**config.mk**
```make
export PLATFORM = sky130hd
export DESIGN_NAME = hbs_blend
export DESIGN_NICKNAME = d
export VERILOG_FILES = /design/src/rtl/core/hbs_pkg.sv /design/src/rtl/core/hbs_blend.sv
export SDC_FILE = /design/constraint.sdc
export NUM_CORES = 2
export LEC_CHECK = 0
export BUFFER_PORTS_ARGS = -buffer_cell sky130_fd_sc_hd__buf_2
export CAP_MARGIN = 20
export CORE_AREA = 3 3 436 352
export DETAILED_ROUTE_END_ITERATION = 8
export DIE_AREA = 0 0 439 355
export PLACE_DENSITY = 0.69
export SLEW_MARGIN = 20
export SYNTH_ARGS = -nofsm -noshare
export SYNTH_HDL_FRONTEND = slang
export SYNTH_SLANG_ARGS = --single-unit
export TNS_END_PERCENT = 50
```
**constraint.sdc**
```tcl
create_clock -name i_clk -period 9.47 [get_ports i_clk]
set_input_delay 1.894 -clock i_clk [delete_from_list [all_inputs] [get_ports i_clk]]
set_output_delay 1.894 -clock i_clk [all_outputs]
set_load 0.01 [all_outputs]
```
**src/rtl/core/hbs_pkg.sv**
```systemverilog
// Shared types and constants of the heightmap bilinear sampler.
package hbs_pkg;

    localparam int GRID_SIDE_DEF   = 512;
    localparam int HEIGHT_BITS_DEF = 16;

    localparam int COORD_W  = 9;
    localparam int OFFSET_W = 16;
    localparam int WRITE_W  = 16;
    localparam int OUT_W    = 32;
    localparam int FRAC_BITS = 12;

    localparam logic signed [OFFSET_W-1:0] ONE_Q12 = 16'sd4096;
    localparam logic signed [OUT_W-1:0]    OUT_MAX = 32'sh7FFF_FFFF;
    localparam logic signed [OUT_W-1:0]    OUT_MIN = 32'sh8000_0000;

    typedef enum logic {
        CMD_WRITE  = 1'b0,
        CMD_SAMPLE = 1'b1
    } t_cmd;

    // Corner order in use_corner: 0 = (x,y), 1 = (x+1,y), 2 = (x,y+1), 3 = (x+1,y+1).
    typedef struct packed {
        logic       valid;
        logic       outside;
        logic       par_x;
        logic       par_y;
        logic [3:0] use_corner;
    } t_smp_ctl;

endpackage

```
**src/rtl/core/hbs_blend.sv**
```systemverilog
// Bilinear blend pipeline: corner routing, differences, products, sum and saturation.
module hbs_blend
    import hbs_pkg::*;
#(
    parameter int HEIGHT_BITS = HEIGHT_BITS_DEF
) (
    input  logic                       i_clk,
    input  logic                       i_rst_n,
    input  t_smp_ctl                   i_ctl,
    input  logic signed [OFFSET_W-1:0] i_tx,
    input  logic signed [OFFSET_W-1:0] i_ty,
    input  logic [HEIGHT_BITS-1:0]     i_bank_data [4],
    output logic                       o_take,
    output logic                       o_valid,
    input  logic                       i_ready,
    output logic signed [OUT_W-1:0]    o_height_q12,
    output logic                       o_outside_grid
);

    localparam int DX_W  = HEIGHT_BITS + 1;
    localparam int DD_W  = HEIGHT_BITS + 2;
    localparam int TT_W  = 2 * OFFSET_W;
    localparam int PX_W  = OFFSET_W + DX_W;
    localparam int MX_W  = TT_W + DD_W;
    localparam int BS_W  = HEIGHT_BITS + FRAC_BITS + 1;
    localparam int SUM_W = MX_W + 1;

    localparam logic signed [SUM_W-1:0] SAT_HI = SUM_W'(OUT_MAX);
    localparam logic signed [SUM_W-1:0] SAT_LO = SUM_W'(OUT_MIN);

    logic                   en2, en3, en4;
    logic [HEIGHT_BITS-1:0] w_corner [4];
    logic signed [DX_W-1:0] w_dx, w_dy;
    logic signed [DD_W-1:0] w_dd;
    logic signed [TT_W-1:0] w_tt;

    // stage 2
    logic                       r_s2_valid, r_s2_outside;
    logic [HEIGHT_BITS-1:0]     r_s2_h00;
    logic signed [DX_W-1:0]     r_s2_dx, r_s2_dy;
    logic signed [DD_W-1:0]     r_s2_dd;
    logic signed [TT_W-1:0]     r_s2_tt;
    logic signed [OFFSET_W-1:0] r_s2_tx, r_s2_ty;

    // stage 3
    logic                   r_s3_valid, r_s3_outside;
    logic [HEIGHT_BITS-1:0] r_s3_h00;
    logic signed [PX_W-1:0] r_s3_px, r_s3_py;
    logic signed [MX_W-1:0] r_s3_mx;

    // output stage
    logic                    r_out_valid, r_out_outside;
    logic signed [OUT_W-1:0] r_out_height;
    logic signed [BS_W-1:0]  w_base;
    logic signed [SUM_W-1:0] w_sum;
    logic signed [OUT_W-1:0] w_sat;

    // Advance a stage when it is empty or its successor advances.
    assign en4    = !r_out_valid || i_ready;
    assign en3    = !r_s3_valid || en4;
    assign en2    = !r_s2_valid || en3;
    assign o_take = en2;

    // Route each corner from its bank; drop corners that carry no weight.
    always_comb begin
        for (int k = 0; k < 4; k++) begin
            w_corner[k] = i_bank_data[{i_ctl.par_y ^ k[1], i_ctl.par_x ^ k[0]}]
                        & {HEIGHT_BITS{i_ctl.use_corner[k]}};
        end
    end

    assign w_dx = $signed({1'b0, w_corner[1]}) - $signed({1'b0, w_corner[0]});
    assign w_dy = $signed({1'b0, w_corner[2]}) - $signed({1'b0, w_corner[0]});
    assign w_dd = $signed({2'b00, w_corner[0]}) - $signed({2'b00, w_corner[1]})
                - $signed({2'b00, w_corner[2]}) + $signed({2'b00, w_corner[3]});
    assign w_tt = TT_W'(i_tx) * TT_W'(i_ty);

    always_ff @(posedge i_clk) begin
        if (!i_rst_n) begin
            r_s2_valid <= 1'b0;
        end else if (en2) begin
            r_s2_valid <= i_ctl.valid;
        end
    end

    always_ff @(posedge i_clk) begin
        if (en2) begin
            r_s2_outside <= i_ctl.outside;
            r_s2_h00     <= w_corner[0];
            r_s2_dx      <= w_dx;
            r_s2_dy      <= w_dy;
            r_s2_dd      <= w_dd;
            r_s2_tt      <= w_tt;
            r_s2_tx      <= i_tx;
            r_s2_ty      <= i_ty;
        end
    end

    always_ff @(posedge i_clk) begin
        if (!i_rst_n) begin
            r_s3_valid <= 1'b0;
        end else if (en3) begin
            r_s3_valid <= r_s2_valid;
        end
    end

    always_ff @(posedge i_clk) begin
        if (en3) begin
            r_s3_outside <= r_s2_outside;
            r_s3_h00     <= r_s2_h00;
            r_s3_px      <= PX_W'(r_s2_tx) * PX_W'(r_s2_dx);
            r_s3_py      <= PX_W'(r_s2_ty) * PX_W'(r_s2_dy);
            r_s3_mx      <= MX_W'(r_s2_tt) * MX_W'(r_s2_dd);
        end
    end

    // The first three terms are already exact in Q.12, so floor only the mixed term.
    assign w_base = $signed({1'b0, r_s3_h00, {FRAC_BITS{1'b0}}});
    assign w_sum  = SUM_W'(w_base) + SUM_W'(r_s3_px) + SUM_W'(r_s3_py)
                  + SUM_W'(r_s3_mx >>> FRAC_BITS);

    always_comb begin
        if (r_s3_outside) begin
            w_sat = '0;
        end else if (w_sum > SAT_HI) begin
            w_sat = OUT_MAX;
        end else if (w_sum < SAT_LO) begin
            w_sat = OUT_MIN;
        end else begin
            w_sat = w_sum[OUT_W-1:0];
        end
    end

    always_ff @(posedge i_clk) begin
        if (!i_rst_n) begin
            r_out_valid <= 1'b0;
        end else if (en4) begin
            r_out_valid <= r_s3_valid;
        end
    end

    always_ff @(posedge i_clk) begin
        if (en4) begin
            r_out_height  <= w_sat;
            r_out_outside <= r_s3_outside;
        end
    end

    assign o_valid        = r_out_valid;
    assign o_height_q12   = r_out_height;
    assign o_outside_grid = r_out_outside;

endmodule

```
==> results.sh <==
export IMPL_status="finished with violations"
export IMPL_violations="DRC"
export IMPL_ys_ff_latch=290
export IMPL_crit_path_frequent_cell="fa_1"
export IMPL_antenna_left=0
export IMPL_whs_path_depth=0
export IMPL_worstPathArrival_ns=8.14
export IMPL_clk_pin_slew_worst_paths_ns=0.07
export IMPL_final_layout_size_suffix_gt1_frac=0.05120
export IMPL_die_w_um=439
export IMPL_synth_mux_area_frac=0.01060
export IMPL_avgSynthCellArea_um2=9.558
export IMPL_hold_buffers=0
export IMPL_min_period_ns=7.878
export IMPL_synth_top_family_by_area="adder cells"
export IMPL_clockBufferDepth=3
export IMPL_vias=46849
export IMPL_crit_path_top_delay_cell="edfxtp_1"
export IMPL_post_place_ws_ns=1.138
export IMPL_worstHoldStart="r_s2_outside$_DFFE_PP_"
export IMPL_fin_setup_tns_ns=0
export IMPL_path_class="flop to flop"
export IMPL_syn_to_final_growth_pct=5.557
export IMPL_rrSetupSlack_ns=1.59
export IMPL_syn_cell_area_um2=67030
export IMPL_grt_pass1_vias=50695
export IMPL_synth_fa_ha_area_frac=0.5213
export IMPL_fin_cells=8993
export IMPL_antenna_found_initial=12
export IMPL_gp_routability_congestion=0.9733
export IMPL_dieArea_um2=155800
export IMPL_yosys_area_share_simple=0.1281
export IMPL_rows=127
export IMPL_fmax_ghz=0.1269
export IMPL_remaining_drc_errors=1
export IMPL_yosys_cell_types_count=89
export IMPL_clk_latency_ns=0.61
export IMPL_gr_total_overflow=0
export IMPL_multi_input_area_um2=50610
export IMPL_cts_tree="done"
export IMPL_fillers=14019
export IMPL_skew_ns=0.02459
export IMPL_grtUsageTotal=0.2418
export IMPL_seq_area_frac_synth=0.1295
export IMPL_fin_crit_sh=0.8319
export IMPL_hold_class="flop to flop"
export IMPL_grt_max_degree=79
export IMPL_first_iter_violations=3746
export IMPL_worst_path_max_fanout=17
export IMPL_nets=9002
export IMPL_rsz0062_at_grt="no"
export IMPL_dpl_hpwl_mm=153.4
export IMPL_finalSetupViolCount=0
export IMPL_ctsResizeCount=0
export IMPL_netlist_instances=7013
export IMPL_ys_warn_count=0
export IMPL_portBuffers=141
export IMPL_seq_area_um2=8678
export IMPL_critPathMaxStageDelay_ns=1.01
export IMPL_critPathRequiredTime_ns=9.73
export IMPL_slew_violations=0
export IMPL_ys_async_sr_fraction=0
export IMPL_grt_pass1_wl_mm=291.4
export IMPL_worstMarginPinSlew_ns=1.244
export IMPL_cts_max_level=2
export IMPL_synth_xor_area_frac=0.03054
export IMPL_endpoint_kind="flop"
export IMPL_io_pins=142
export IMPL_hold_viol_final=0
export IMPL_drv_cap=0
export IMPL_cp_top_family="adder cells"
export IMPL_syn_num_nets=9049
export IMPL_r2r_start="r_s2_tx[7]$_DFFE_PP_"
export IMPL_post_cts_buffers=0
export IMPL_slew_headroom=0.1709
export IMPL_synth_edf_count=287
export IMPL_synth_ff_type="edfxtp_1"
export IMPL_cts_sink_count=290
export IMPL_fin_ws_ns=1.592
export IMPL_crit_chain="nand2_1 -> fa_1 -> inv_1 -> fa_1 -> inv_1 -> fa_1 -> inv_1 -> fa_1 -> inv_1 -> fa_1 -> inv_1 -> fa_1 -> ha_1 -> nand3_1 -> nor2_1 -> nor3_1 -> nor3_1 -> a21oi_1 -> o21ai_0 -> a211o_1 -> a21oi_1 -> xnor2_1"
export IMPL_drt_pass1_iter_count=9
export IMPL_critPathBufInv=5
export IMPL_die_h_um=355
export IMPL_vias_per_cell=5.209
export IMPL_initial_utilization=0.4488
export IMPL_place_inst=8928
export IMPL_startpoint_type="flop"
export IMPL_rr_worst_depth=22
export IMPL_routed_wl_mm=183.3
export IMPL_wl_per_cell_um=20.38
export IMPL_fp_coreArea_um2=149400
export IMPL_cts_root_buf="clkbuf_16"
export IMPL_cts_buffers=34
export IMPL_fin_util=0.4737
export IMPL_min_to="r_s3_outside$_DFFE_PP_"
export IMPL_r2r_end="r_s3_px[30]$_DFFE_PP_"
export IMPL_synth_compound_area_frac=0.06419
[sequential cells by signal (all words and copies together), names as in the netlist]
name	cells
r_s3_mx	38
r_s2_outside	1
r_s2_tt	32
r_s3_h00	16
r_s2_dx	17
r_s2_tx	16
r_s2_valid	1
r_s2_dy	17
r_s3_outside	1
r_s3_px	33
r_s2_dd	18
o_height_q12	32
o_outside_grid	1
r_s2_h00	16
r_s2_ty	16
r_s3_valid	1
o_valid	1
r_s3_py	33
[worst max path at each step]
stage               depth (start not counted)  slack (ns)                    end                 start
global route                               23        1.18  r_s3_px[28]$_DFFE_PP_  r_s2_tx[7]$_DFFE_PP_
detailed placement                         23        1.14  r_s2_tt[31]$_DFFE_PP_              i_tx[14]
floorplan                                  25        1.74  r_s2_tt[30]$_DFFE_PP_               i_ty[1]
finish                                     22        1.59  r_s3_px[30]$_DFFE_PP_  r_s2_tx[7]$_DFFE_PP_
global placement                           23        1.29  r_s2_tt[31]$_DFFE_PP_              i_tx[13]
CTS                                        23        1.73  r_s3_px[28]$_DFFE_PP_  r_s2_tx[7]$_DFFE_PP_
[placed cells by master (no fill, tap or decap), types with 139 or more instances in the layout]
cell      instances
fa_1           1440
edfxtp_1        287
inv_1          1784
a21oi_1         159
nand2_1         925
and2_1          521
buf_2           139
ha_1            489
nor2_1          156
xnor2_1         172
[cells by family after synthesis]
| kind of cell | Yosys count |
|---|---|
| multiplexers | 65 |
| AND/OR/NAND/NOR | 1810 |
| XOR/XNOR | 232 |
| AO/OA/AOI/OAI | 635 |
| flip-flops | 290 |
| adder cells (fa/ha/maj) | 1929 |
| buffers and inverters | 2052 |
[cell type report]
| class | count | share of cell area |
|---|---|---|
| Sequential cell | 290 | 0.1227 |
| Clock buffer | 36 | 0.01213 |
| Inverter | 1785 | 0.09469 |
| Timing Repair Buffer | 184 | 0.01471 |
| Antenna cell | 2 | 0.00007073 |
| Clock inverter | 26 | 0.005110 |
| Tap cell | 1999 | 0.03535 |
| Multi-Input combinational cell | 4671 | 0.7153 |
[routing by layer]
metal / GRT usage / wire length, µm / vias up / part of all wire
met5: 0 / 54 / - / 0.00029
met4: 0.08223 / 6904 / 8 / 0.038
met3: 0.05534 / 17840 / 292 / 0.097
met2: 0.3670 / 79630 / 1908 / 0.43
met1: 0.3417 / 78880 / 23813 / 0.43
li1: - / - / 20828 / -
[worst reg2reg max path, cell delays in order, from the launching register on]
cell	delay, ns
edfxtp_1	1.01
nand2_1	0.21
fa_1	0.58
inv_1	0.05
fa_1	0.51
inv_1	0.06
fa_1	0.52
inv_1	0.05
fa_1	0.48
inv_1	0.06
fa_1	0.47
inv_1	0.05
fa_1	0.43
ha_1	0.36
nand3_1	0.15
nor2_1	0.18
nor3_1	0.08
nor3_1	0.17
a21oi_1	0.13
o21ai_0	0.82
a211o_1	0.24
a21oi_1	0.07
xnor2_1	0.85
[synth_stat cells (19+ instances only)]
| cell | number | share of area |
|---|---|---|
| a21o_1 | 105 | 0.012 |
| fa_1 | 1440 | 0.43 |
| o21ai_0 | 99 | 0.0074 |
| nand3_1 | 29 | 0.0022 |
| ha_1 | 489 | 0.091 |
| and2_1 | 521 | 0.049 |
| nor2b_1 | 31 | 0.0029 |
| a21oi_2 | 31 | 0.0041 |
| xnor2_1 | 172 | 0.022 |
| nand2_1 | 926 | 0.052 |
| clkbuf_1 | 247 | 0.014 |
| o21a_1 | 30 | 0.0034 |
| xor2_1 | 58 | 0.0076 |
| nor3_1 | 36 | 0.0027 |
| a21oi_1 | 159 | 0.012 |
| nand2b_1 | 50 | 0.0047 |
| o21bai_1 | 29 | 0.0032 |
| mux2_2 | 48 | 0.0081 |
| nand4_1 | 19 | 0.0018 |
| inv_1 | 1784 | 0.10 |
| nor2_1 | 156 | 0.0087 |
| o211ai_1 | 64 | 0.0072 |
| edfxtp_1 | 287 | 0.13 |
[through the flow]
step / instance area (µm²) / hold slack [ns]
final: 70760 / 0.4174
after global routing: 70760 / 0.4263
after CTS: 70740 / 0.4197
after detailed placement: 69520 / 0.4045
after global placement: 69520 / 0.4038
after floorplan: 67030 / 0.4003
Power is left out: the tool's default activity adds up to more than one toggle a clock period on the data nets, which glitch-free logic cannot reach.
